## config.mk

```make
export PLATFORM = sky130hd
export DESIGN_NAME = sampled_pulse_extractor_top
export DESIGN_NICKNAME = d
export VERILOG_FILES = /design/src/rtl/spe_pkg.sv /design/src/rtl/spe_lane.sv /design/src/rtl/spe_emit.sv /design/src/rtl/sampled_pulse_extractor_top.sv
export SDC_FILE = /design/constraint.sdc
export NUM_CORES = 1
export LEC_CHECK = 0
export BUFFER_PORTS_ARGS = -buffer_cell sky130_fd_sc_hd__buf_2
export CAP_MARGIN = 15
export CORE_AREA = 2 2 256 258
export DETAILED_ROUTE_END_ITERATION = 6
export DIE_AREA = 0 0 258 260
export PLACE_DENSITY_LB_ADDON = 0.2
export SKIP_LAST_GASP = 1
export SLEW_MARGIN = 5
export SYNTH_ARGS = -nofsm -noshare
export SYNTH_HDL_FRONTEND = slang
export SYNTH_HIERARCHICAL = 1
export SYNTH_SLANG_ARGS = --single-unit
```

## constraint.sdc

```tcl
create_clock -name clk -period 13.3 [get_ports clk]
set_clock_uncertainty 0.05 [all_clocks]
set_input_delay 1.33 -clock clk [delete_from_list [all_inputs] [get_ports clk]]
set_output_delay 1.33 -clock clk [all_outputs]
set_load 0.05 [all_outputs]
```

## src/rtl/spe_pkg.sv

```systemverilog
package spe_pkg;

  // stream positions and counters wrap at this width
  localparam int POS_W = 32;

  // samples handled by one lane
  localparam int LANE_BITS  = 8;
  localparam int LANE_IDX_W = $clog2(LANE_BITS);

  // what one lane found in its slice of the word
  typedef struct packed {
    logic [LANE_BITS-1:0]  start_mask;
    logic [LANE_BITS-1:0]  end_mask;
    logic                  has_start;
    logic [LANE_IDX_W-1:0] low_start;
  } spe_lane_t;

  // stream state captured when a word is accepted
  typedef struct packed {
    logic [POS_W-1:0] base_pos;
    logic [POS_W-1:0] carry_start;
    logic [POS_W-1:0] buf_count;
  } spe_info_t;

endpackage

```

## src/rtl/spe_lane.sv

```systemverilog
module spe_lane (
  input  logic [spe_pkg::LANE_BITS-1:0] bits_i,
  input  logic                          prev_i,
  output spe_pkg::spe_lane_t            lane_o
);
  import spe_pkg::*;

  logic [LANE_BITS-1:0]  prev_bits;
  logic [LANE_BITS-1:0]  rise_bits;
  logic [LANE_BITS-1:0]  fall_bits;
  logic                  any_rise;
  logic [LANE_IDX_W-1:0] low_rise;

  // previous sample in stream order for every bit of the slice
  assign prev_bits = {prev_i, bits_i[LANE_BITS-1:1]};

  // rising and falling edges of the sampled signal
  assign rise_bits = bits_i & ~prev_bits;
  assign fall_bits = ~bits_i & prev_bits;

  // latest pulse start in this slice (lowest bit index)
  always_comb begin
    any_rise = 1'b0;
    low_rise = '0;
    for (int i = LANE_BITS - 1; i >= 0; i--) begin
      if (rise_bits[i]) begin
        any_rise = 1'b1;
        low_rise = LANE_IDX_W'(i);
      end
    end
  end

  assign lane_o = '{start_mask: rise_bits, end_mask: fall_bits,
                    has_start: any_rise, low_start: low_rise};

endmodule

```

## src/rtl/spe_emit.sv

```systemverilog
module spe_emit #(
  parameter int WORD_BITS = 32
) (
  input  logic                         clk,
  input  logic                         rst_n,
  input  logic                         load_i,
  input  logic [WORD_BITS-1:0]         end_mask_i,
  input  logic [WORD_BITS-1:0]         start_mask_i,
  input  spe_pkg::spe_info_t           info_i,
  output logic                         ready_o,
  output logic                         out_valid,
  input  logic                         out_stall,
  output logic [spe_pkg::POS_W-1:0]    out_pulse_start,
  output logic [spe_pkg::POS_W-1:0]    out_pulse_length,
  output logic [spe_pkg::POS_W-1:0]    out_pulse_total,
  output logic [spe_pkg::POS_W-1:0]    out_buffers_seen,
  output logic                         out_last
);
  import spe_pkg::*;

  localparam int IDX_W = (WORD_BITS > 1) ? $clog2(WORD_BITS) : 1;

  logic                 wvalid_r, wvalid_nxt;
  logic [WORD_BITS-1:0] end_r, end_nxt;
  logic [WORD_BITS-1:0] start_r;
  spe_info_t            info_r;
  logic [POS_W-1:0]     pulses_done_r, pulses_done_nxt;

  logic                 out_valid_r, out_valid_nxt;
  logic [POS_W-1:0]     start_pos_r, length_r, total_r, bufs_r;
  logic                 last_r;

  logic                 out_free;
  logic                 fire;
  logic                 finishing;
  logic [IDX_W-1:0]     end_idx;
  logic [IDX_W-1:0]     start_idx;
  logic                 start_found;
  logic [WORD_BITS-1:0] rest_mask;
  logic                 last_nxt;
  logic [POS_W-1:0]     start_pos;
  logic [POS_W-1:0]     end_pos;

  // earliest pending pulse end (highest bit index)
  always_comb begin
    end_idx = '0;
    for (int i = 0; i < WORD_BITS; i++) begin
      if (end_r[i]) begin
        end_idx = IDX_W'(i);
      end
    end
  end

  // nearest start before that end, else the pulse came in from an earlier word
  always_comb begin
    start_found = 1'b0;
    start_idx   = '0;
    for (int i = WORD_BITS - 1; i >= 0; i--) begin
      if (start_r[i] && (IDX_W'(i) > end_idx)) begin
        start_found = 1'b1;
        start_idx   = IDX_W'(i);
      end
    end
  end

  // positions of the pulse's first high and first low sample
  assign start_pos = start_found ?
                     info_r.base_pos + POS_W'(WORD_BITS) - POS_W'(start_idx) :
                     info_r.carry_start;
  assign end_pos   = info_r.base_pos + POS_W'(WORD_BITS) - POS_W'(end_idx);

  assign rest_mask = end_r & ~(WORD_BITS'(1) << end_idx);
  assign last_nxt  = (rest_mask == '0);

  // handshake between word register and output register
  assign out_free  = !out_valid_r || !out_stall;
  assign fire      = wvalid_r && out_free;
  assign finishing = fire && last_nxt;
  assign ready_o   = !wvalid_r || finishing;

  // word register next state
  always_comb begin
    wvalid_nxt = wvalid_r;
    end_nxt    = end_r;
    if (load_i) begin
      wvalid_nxt = 1'b1;
      end_nxt    = end_mask_i;
    end else if (fire) begin
      wvalid_nxt = !last_nxt;
      end_nxt    = rest_mask;
    end
  end

  assign pulses_done_nxt = fire ? pulses_done_r + POS_W'(1) : pulses_done_r;
  assign out_valid_nxt   = fire ? 1'b1 : (out_valid_r && out_stall);

  // control state
  always_ff @(posedge clk) begin
    if (!rst_n) begin
      wvalid_r      <= 1'b0;
      pulses_done_r <= '0;
      out_valid_r   <= 1'b0;
    end else begin
      wvalid_r      <= wvalid_nxt;
      pulses_done_r <= pulses_done_nxt;
      out_valid_r   <= out_valid_nxt;
    end
  end

  // word payload
  always_ff @(posedge clk) begin
    end_r <= end_nxt;
    if (load_i) begin
      start_r <= start_mask_i;
      info_r  <= info_i;
    end
  end

  // result payload
  always_ff @(posedge clk) begin
    if (fire) begin
      start_pos_r <= start_pos;
      length_r    <= end_pos - start_pos;
      total_r     <= pulses_done_nxt;
      bufs_r      <= info_r.buf_count;
      last_r      <= last_nxt;
    end
  end

  assign out_valid        = out_valid_r;
  assign out_pulse_start  = start_pos_r;
  assign out_pulse_length = length_r;
  assign out_pulse_total  = total_r;
  assign out_buffers_seen = bufs_r;
  assign out_last         = last_r;

  // a held word always has a pulse end left to report
  a_word_has_end: assert property (@(posedge clk) disable iff (!rst_n)
    wvalid_r |-> (end_r != '0))
    else $error("word register holds no pulse end");

  // a blocked word keeps its pending ends
  a_word_holds: assert property (@(posedge clk) disable iff (!rst_n)
    (wvalid_r && !fire) |=> (wvalid_r && $stable(end_r)))
    else $error("pending pulse ends changed while blocked");

  // a word stays until its last result goes out
  a_word_stays: assert property (@(posedge clk) disable iff (!rst_n)
    (fire && !last_nxt) |=> wvalid_r)
    else $error("word dropped before its last result");

  // a result not marked last has more of its word pending
  a_not_last: assert property (@(posedge clk) disable iff (!rst_n)
    (out_valid_r && !last_r) |-> wvalid_r)
    else $error("non-final result without pending word");

endmodule

```

## src/rtl/sampled_pulse_extractor_top.sv

```systemverilog
// Run-length pulse detector for a one-bit sampled light signal. Each input
// transaction carries WORD_BITS samples, most significant bit earliest, and
// consecutive words form one continuous stream; every high run closed by a low
// sample gives one result with its 1-based start position, its length, the
// running pulse total and the buffers completed before the word, and the last
// result of a word is flagged. A pulse still open at the end of a word carries
// over. Edge detection for a whole word is done combinationally by parallel
// lanes of eight samples. A word that closes N pulses holds the word register
// while its N results pass the single result register, one per cycle while
// out_stall allows; the next word is taken as its last result issues.
// A finished result may wait under out_stall while the next word is accepted.
// With cfg enable clear, words are accepted and dropped with no state change.
module sampled_pulse_extractor_top #(
  parameter int WORD_BITS = 32
) (
  input  logic                      clk,
  input  logic                      rst_n,
  input  logic                      cfg_wr_en,
  input  logic                      cfg_wr_data,
  input  logic                      in_valid,
  output logic                      in_stall,
  input  logic [WORD_BITS-1:0]      in_sample_word,
  input  logic                      in_end_of_buffer,
  output logic                      out_valid,
  input  logic                      out_stall,
  output logic [spe_pkg::POS_W-1:0] out_pulse_start,
  output logic [spe_pkg::POS_W-1:0] out_pulse_length,
  output logic [spe_pkg::POS_W-1:0] out_pulse_total,
  output logic [spe_pkg::POS_W-1:0] out_buffers_seen,
  output logic                      out_last
);
  import spe_pkg::*;

  localparam int LANES     = (WORD_BITS + LANE_BITS - 1) / LANE_BITS;
  localparam int PAD_W     = LANES * LANE_BITS;
  localparam int PAD_N     = PAD_W - WORD_BITS;
  localparam int PAD_IDX_W = $clog2(PAD_W);

  logic             enable_r;
  logic [POS_W-1:0] bit_pos_r, bit_pos_nxt;
  logic             inside_r, inside_nxt;
  logic [POS_W-1:0] cur_start_r, cur_start_nxt;
  logic [POS_W-1:0] buf_count_r, buf_count_nxt;

  logic                 accept;
  logic                 work;
  logic                 emit_ready;
  logic                 load;
  logic [PAD_W-1:0]     padded;
  logic [PAD_W-1:0]     start_pad;
  logic [PAD_W-1:0]     end_pad;
  logic [WORD_BITS-1:0] start_word;
  logic [WORD_BITS-1:0] end_word;
  logic                 any_start;
  logic [PAD_IDX_W-1:0] last_start_idx;
  spe_lane_t            lane [LANES];
  spe_info_t            info;

  // word aligned to the top of the lane array, padding after the last sample
  assign padded = PAD_W'(in_sample_word) << PAD_N;

  // edge-detect lanes
  for (genvar l = 0; l < LANES; l++) begin : g_lane
    logic prev_bit;
    if (l == LANES - 1) begin : g_top
      assign prev_bit = inside_r;
    end else begin : g_mid
      assign prev_bit = padded[l*LANE_BITS + LANE_BITS];
    end
    spe_lane u_lane (
      .bits_i (padded[l*LANE_BITS +: LANE_BITS]),
      .prev_i (prev_bit),
      .lane_o (lane[l])
    );
    assign start_pad[l*LANE_BITS +: LANE_BITS] = lane[l].start_mask;
    assign end_pad[l*LANE_BITS +: LANE_BITS]   = lane[l].end_mask;
  end

  assign start_word = start_pad[PAD_W-1 -: WORD_BITS];
  assign end_word   = end_pad[PAD_W-1 -: WORD_BITS];

  // merge lanes: latest pulse start in the word
  always_comb begin
    any_start      = 1'b0;
    last_start_idx = '0;
    for (int l = LANES - 1; l >= 0; l--) begin
      if (lane[l].has_start) begin
        any_start      = 1'b1;
        last_start_idx = PAD_IDX_W'(l * LANE_BITS) + PAD_IDX_W'(lane[l].low_start);
      end
    end
  end

  assign accept = in_valid && !in_stall;
  assign work   = accept && enable_r;
  assign load   = work && (end_word != '0);

  // stream state after the word
  always_comb begin
    bit_pos_nxt   = bit_pos_r;
    inside_nxt    = inside_r;
    cur_start_nxt = cur_start_r;
    buf_count_nxt = buf_count_r;
    if (work) begin
      bit_pos_nxt = bit_pos_r + POS_W'(WORD_BITS);
      inside_nxt  = in_sample_word[0];
      if (any_start) begin
        cur_start_nxt = bit_pos_r + POS_W'(PAD_W) - POS_W'(last_start_idx);
      end
      if (in_end_of_buffer) begin
        buf_count_nxt = buf_count_r + POS_W'(1);
      end
    end
  end

  always_ff @(posedge clk) begin
    if (!rst_n) begin
      enable_r    <= 1'b1;
      bit_pos_r   <= '0;
      inside_r    <= 1'b0;
      cur_start_r <= '0;
      buf_count_r <= '0;
    end else begin
      if (cfg_wr_en) begin
        enable_r <= cfg_wr_data;
      end
      bit_pos_r   <= bit_pos_nxt;
      inside_r    <= inside_nxt;
      cur_start_r <= cur_start_nxt;
      buf_count_r <= buf_count_nxt;
    end
  end

  // state snapshot travels with the word
  assign info.base_pos    = bit_pos_r;
  assign info.carry_start = cur_start_r;
  assign info.buf_count   = buf_count_r;

  assign in_stall = !emit_ready;

  spe_emit #(
    .WORD_BITS (WORD_BITS)
  ) u_emit (
    .clk              (clk),
    .rst_n            (rst_n),
    .load_i           (load),
    .end_mask_i       (end_word),
    .start_mask_i     (start_word),
    .info_i           (info),
    .ready_o          (emit_ready),
    .out_valid        (out_valid),
    .out_stall        (out_stall),
    .out_pulse_start  (out_pulse_start),
    .out_pulse_length (out_pulse_length),
    .out_pulse_total  (out_pulse_total),
    .out_buffers_seen (out_buffers_seen),
    .out_last         (out_last)
  );

endmodule

```

Word level (Yosys, flattened, before mapping)
Cells that the tools add are included.
W data, S select, Z words.

word-level totals
  input port bits = 39
  output and inout port bits = 131
  word-level logic and storage cells = 304
  register bits = 421

cells by class
  reduce and logical (&&, ||, !) cells = 50
  mux-type cells = 174
  shift operators = 1
  add/subtract/negate cells = 11
  order comparisons = 32
  bitwise logic cells = 18

operators by type and width
  kind                     count
  $mux W5                  52
  $mux W32                 4
  $mux W3                  36
  $sub A32 B5 Y32          3
  $gt A5 B5 Y1 const A     16
  $mux W1                  72
  $add A32 B1 Y32 const B  2
  $add A32 B6 Y32 const B  2
  $and A8 B8 Y8            8
  $not A8 Y8               8
  $gt A4 B5 Y1 const A     8
  $logic_and A1 B1 Y1      38
  $and A32 B32 Y32         1
  $logic_not A32 Y1        1
  $mux W4                  8
  $not A32 Y32             1
  $reduce_bool A32 Y1      1
  $shl A1 B5 Y32 const A   1
  $sub A32 B32 Y32         1
  $gt A3 B5 Y1 const A     4
  $gt A1 B5 Y1 const A     2
  $gt A2 B5 Y1 const A     2
  $add A4 B3 Y5 const A    1
  $add A4 B4 Y5 const A    1
  6 further kinds          13

Longest topological paths before layout
  depth in word-level cells = 68
  depth in mapped cells = 42

By module
Netlist, hierarchy kept.

modules (own cells, without submodules)
  module                       cells each  times used  area each (um^2)
  spe_emit                     1387        1           16096.7
  sampled_pulse_extractor_top  664         1           5332.6
  spe_lane                     31          4           205.2

Least setup slack after synthesis
No wires, ideal clock.

  path type = flip-flop to flip-flop
  from = register u_emit.end_r[18]
  to = register u_emit.end_r[0], enable pin
  path slack = 3.071 ns
  arrival time = 9.804 ns
  period minus slack after synthesis = 10.229 ns
  stages on the path, launching flop included = 18
  cells stage by stage = edfxtp_1 nor4_2 nand4_1 a31oi_4 o21a_4 inv_2 or3_1 clkbuf_1 o31ai_1 and3_1 nand4b_1 or4_4 o41ai_4 nand3_1 clkbuf_1 nor2_1 clkbuf_1 or2_2

between the ends
  longest elaborated chain between the ends = 24

ends and longest elaborated chain
  element                           RTL line                           RTL
  start, declared                   spe_emit.sv:24                     logic [WORD_BITS-1:0] end_r, end_nxt;
  start signal, assigned            spe_emit.sv:112                    end_r <= end_nxt;
  $mux W5 (14 in a row)             spe_emit.sv:48                     if (end_r[i]) begin
  $shl A1 B5 Y32                    spe_emit.sv:72                     assign rest_mask = end_r & ~(WORD_BITS'(1) << end_idx);
  $not A32 Y32                      spe_emit.sv:72
  $and A32 B32 Y32 (*)              spe_emit.sv:72
  $logic_not A32 Y1 (*)             spe_emit.sv:73                     assign last_nxt = (rest_mask == '0);
  $logic_and A1 B1 Y1 (*)           spe_emit.sv:78                     assign finishing = fire && last_nxt;
  $logic_or A1 B1 Y1 (*)            spe_emit.sv:79                     assign ready_o = !wvalid_r || finishing;
  via emit_ready                    sampled_pulse_extractor_top.sv:47  logic emit_ready;
  $logic_and A1 B1 Y1 (*)           sampled_pulse_extractor_top.sv:94  assign accept = in_valid && !in_stall;
  $logic_and A1 B1 Y1 (*)           sampled_pulse_extractor_top.sv:95  assign work = accept && enable_r;
  $logic_and A1 B1 Y1 (*)           sampled_pulse_extractor_top.sv:96  assign load = work && (end_word != '0);
  via load                          sampled_pulse_extractor_top.sv:48  logic load;
  $reduce_bool A2 Y1 (no line) (*)  n/a

Mark *: on every way through the listed nets, which the timed path passes. The rest lies on a longest branch.
A chain may end at the register's enable or synchronous reset.

Worst setup path after layout
  from = register u_emit.end_r[26]
  to = register u_emit.length_r[31] (netlist: u_emit/out_pulse_length[31]) (data pin)

between the ends
  longest elaborated chain between the ends = 43
  elaborated cells between the ends (all ways) = 138
  those cells by class = 3 x add/sub; 32 x order compare; 71 x mux; 32 x reduce/logical

ends and longest elaborated chain
  element                   RTL line         RTL
  $mux W5 (*) (6 in a row)  spe_emit.sv:48
  $gt A5 B5 Y1              spe_emit.sv:59   if (start_r[i] && (IDX_W'(i) > end_idx)) begin
  $logic_and A1 B1 Y1       spe_emit.sv:59
  $mux W5 (32 in a row)     spe_emit.sv:59
  $sub A32 B5 Y32           spe_emit.sv:68   info_r.base_pos + POS_W'(WORD_BITS) - POS_W'(start_idx) :
  $mux W32 (*)              spe_emit.sv:67   assign start_pos = start_found ?
  via u_emit.start_pos[19]  spe_emit.sv:41   logic [POS_W-1:0] start_pos;
  $sub A32 B32 Y32 (*)      spe_emit.sv:123  length_r <= end_pos - start_pos;
  end signal, assigned      spe_emit.sv:123
  end, declared             spe_emit.sv:30   logic [POS_W-1:0] start_pos_r, length_r, total_r, bufs_r;

Marks and branches as above.

==> out/metrics.yaml <==
status: "complete, no violations"
timing.slew.headroom_pct: 33.6
setup_tns_ps: 0
drive_gt1_share_pct: 14.8
yosysWarnings: 6
start_kind: "register"
dieArea_sq_mm: 0.0671
avgSynthCellArea_sq_um: 10.2
drtIter0Drc: 1136
ctsRootBufferMaster: "clkbuf_16"
synth_common_cells: "edfxtp_1, nand2_1, nor2_1"
hold_class: "reg2reg"
seq_power_share_pct: 40.2
setup-violations-final: 0
ys_ff_latch: 415
grt_usage_pct: 16.8
synth_top_area_share_pct: 38.9
switching_share_pct: 32.0
rows: 93
critPathArrivalTime_ps: 10490
grt_overflow: 0
vias_per_cell: 5.06
cts_tree: "built"
ys.flop_type: "edfxtp_1"
fp.dieH_um: 260
n_fill_cell: 6303
antenna_cells: 0
cts_buffers: 49
async_flop_share_pct: 0
coreArea_sq_mm: 0.0641
grt_max_degree: 75
end_kind: "register"
fin_crit_ps: 10210
reg2reg_from: "u_emit/end_r[26]$_DFFE_PP_"
cp_slowest_cell: "nor2_1"
cts_buffer_depth: 3
portBuffers: 169
synth_cell_type_count: 102
p_per_area_mw_per_mm2: 155
clkTransAtPathRegs_ps: 60
via_count: 16340
slew_violations: 0
max_slew.worst_pin.slew_ps: 994
start_util_pct: 34.7
cts_setup_buffers: 0
netlist_instances: 2175
power_frac_comb_pct: 24.9
yosys-top-cells-area: "edfxtp_1, dfxtp_1, xnor2_1"
rsz0062_at_grt: "false"
ys_seq_area_share_pct: 50.3
cpMostUsedCell: "a21o_1"
place_area_sq_mm: 0.0239
worst-path-buf-inv: 2
cts.hold.buffers_added: 0
cts_resized: 0
leakage_nw: 9.64
crit_path_end: "u_emit/out_pulse_length[31]$_DFFE_PP_"
r2r-end: "u_emit/out_pulse_length[31]$_DFFE_PP_"
clk_latency_ps: 590
num_io_pins: 170
max_freq_mhz: 97.9
path_max_fanout: 16
critical_path.startpoint: "u_emit/end_r[26]$_DFFE_PP_"
peakVddDrop_mv: 0.0798
grt_first_pass_wirelength_um: 89700
finalHoldViolCount: 0
intPower_mw: 2.70
numPlacedInstances: 3137
cts_sinks: 415
holdWs_ps: 361
drc: 0
antenna_found_initial: 1
area_growth_pct: 15.2
post-dp-hpwl_um: 42200
die_w_um: 258
regToRegSetupSlack_ps: 3090
clkPwrFrac_pct: 34.9
finalCritPeriodShare_pct: 76.8
path_class: "reg2reg"
critPathTopFamily: "simple AND/OR/NAND/NOR gates"
avgRoutedWirePerCell_um: 17.6
final_cell_area_sq_mm: 0.0256
htree_levels: 2
firstDrtPassIters: 5
yosysMostFrequentCell: "edfxtp_1"
yosys.area.top_type: "edfxtp_1"
gp_congestion: 0.887
antenna_left: 0
wirelength_um: 56800
cap_violations: 0
syn_area_sq_mm: 0.0223
fin_cells: 3228
cp_num_cells: 34
fin_nets: 2450
cp.required_ps: 13580
grt_pass1_vias: 15833
switching_power_mw: 1.27
finish.utilization_pct: 40.0
synth_edf_count: 288
max_stage_delay_ps: 820
reg2reg_depth: 34
## cell families (layout without fill, tap and decap cells)
logic type,count (synthesis),after routing,synth area share [%]
buffers and inverters,200,394,3.82
and+or+nand+nor,855,855,20.6
AOI/OAI and AO/OA,405,405,11.9
DFF,415,415,50.3
xor gates and xnor gates,207,207,8.18
adders and majority gates,77,77,4.53
other,1,5,0.0169
muxes,15,15,0.742
## routing by layer
metal / up-vias / track usage, % / part of all wire (%)
li1: 8140 / - / -
met1: 7753 / 23.5 / 48
met2: 379 / 26.1 / 44
met3: 68 / 3.29 / 5.4
met4: 0 / 5.11 / 2.6
met5: - / 0 / 0
## layout by cell type (no fill, tap or decap), types with 7 or more instances in the layout
| cell type | synthesis | layout |
|---|---|---|
| edfxtp_1 | 288 | 288 |
| nand2_1 | 212 | 212 |
| buf_2 | 13 | 169 |
| nor2_1 | 157 | 156 |
| o21ai_0 | 138 | 138 |
| dfxtp_1 | 127 | 127 |
| xnor2_1 | 117 | 117 |
| inv_1 | 114 | 113 |
| xor2_1 | 89 | 89 |
| nand3_1 | 88 | 88 |
| a21oi_1 | 86 | 85 |
| ha_1 | 71 | 71 |
| nor2b_1 | 67 | 67 |
| and2_1 | 50 | 50 |
| clkbuf_16 | 0 | 50 |
| nand4_1 | 49 | 49 |
| nor3_1 | 48 | 48 |
| or3_1 | 25 | 25 |
| a21o_1 | 24 | 24 |
| nor4_1 | 22 | 22 |
| and3_1 | 22 | 22 |
| a211oi_1 | 19 | 19 |
| buf_4 | 14 | 17 |
| nand2b_1 | 16 | 16 |
| or2_2 | 14 | 14 |
| o211ai_1 | 12 | 12 |
| clkbuf_8 | 0 | 12 |
| and4_1 | 11 | 11 |
| o31ai_1 | 10 | 10 |
| o21a_1 | 10 | 10 |
| a31oi_1 | 8 | 8 |
| a21boi_0 | 8 | 8 |
| mux2_2 | 8 | 8 |
| nand3b_1 | 7 | 7 |
| or4_1 | 7 | 7 |
| clkinv_2 | 0 | 7 |
## worst min-delay path by stage
stage / start / to / depth (start not counted)
3_3_place_gp: u_emit/info_r[31]$_DFFE_PP_ / u_emit/out_buffers_seen[31]$_DFFE_PP_ / 0
5_1_grt: cur_start_r[13]$_SDFFE_PN0P_ / u_emit/info_r[45]$_DFFE_PP_ / 0
3_5_place_dp: u_emit/info_r[26]$_DFFE_PP_ / u_emit/out_buffers_seen[26]$_DFFE_PP_ / 0
6_report: cur_start_r[13]$_SDFFE_PN0P_ / u_emit/info_r[45]$_DFFE_PP_ / 0
4_1_cts: u_emit/info_r[27]$_DFFE_PP_ / u_emit/out_buffers_seen[27]$_DFFE_PP_ / 0
2_1_floorplan: u_emit/info_r[0]$_DFFE_PP_ / u_emit/out_buffers_seen[0]$_DFFE_PP_ / 0
## state kept, by name (all words and copies together), names as in the netlist
register / flops
enable_r: 1
u_emit/out_valid: 1
u_emit/info_r: 96
u_emit/end_r: 32
u_emit/pulses_done_r: 32
g_lane.prev_bit: 1
buf_count_r: 32
u_emit/out_pulse_length: 32
u_emit/start_r: 31
u_emit/out_pulse_start: 32
cur_start_r: 32
u_emit/wvalid_r: 1
bit_pos_r: 27
u_emit/out_buffers_seen: 32
u_emit/out_pulse_total: 32
u_emit/out_last: 1
## power groups by stage
stage	sequential, mW	clock (mW)	combinational, mW
floorplan	1.78	0	0.585
global placement	1.62	0	0.980
detailed placement	1.62	0	0.986
CTS	1.59	1.43	0.991
global route	1.61	1.48	1.09
finish	1.59	1.38	0.988
## cell type report
cell class | instances | area (sq um) | area share [%]
Sequential cell | 415 | 11200 | 43.7
Clock inverter | 26 | 265 | 1.03
Clock buffer | 64 | 1420 | 5.55
Timing Repair Buffer | 187 | 1000 | 3.90
Multi-Input combinational cell | 1564 | 10200 | 40.0
Tap cell | 855 | 1070 | 4.17
Inverter | 117 | 439 | 1.71
## stage by stage
step	power [mW]	setup WS (ps)
4_1_cts	4.02	3430
6_report	3.97	3090
3_5_place_dp	2.61	3450
5_1_grt	4.18	2430
2_1_floorplan	2.37	3070
3_3_place_gp	2.60	3650
No activity file was read; power rests on OpenSTA's default activity.
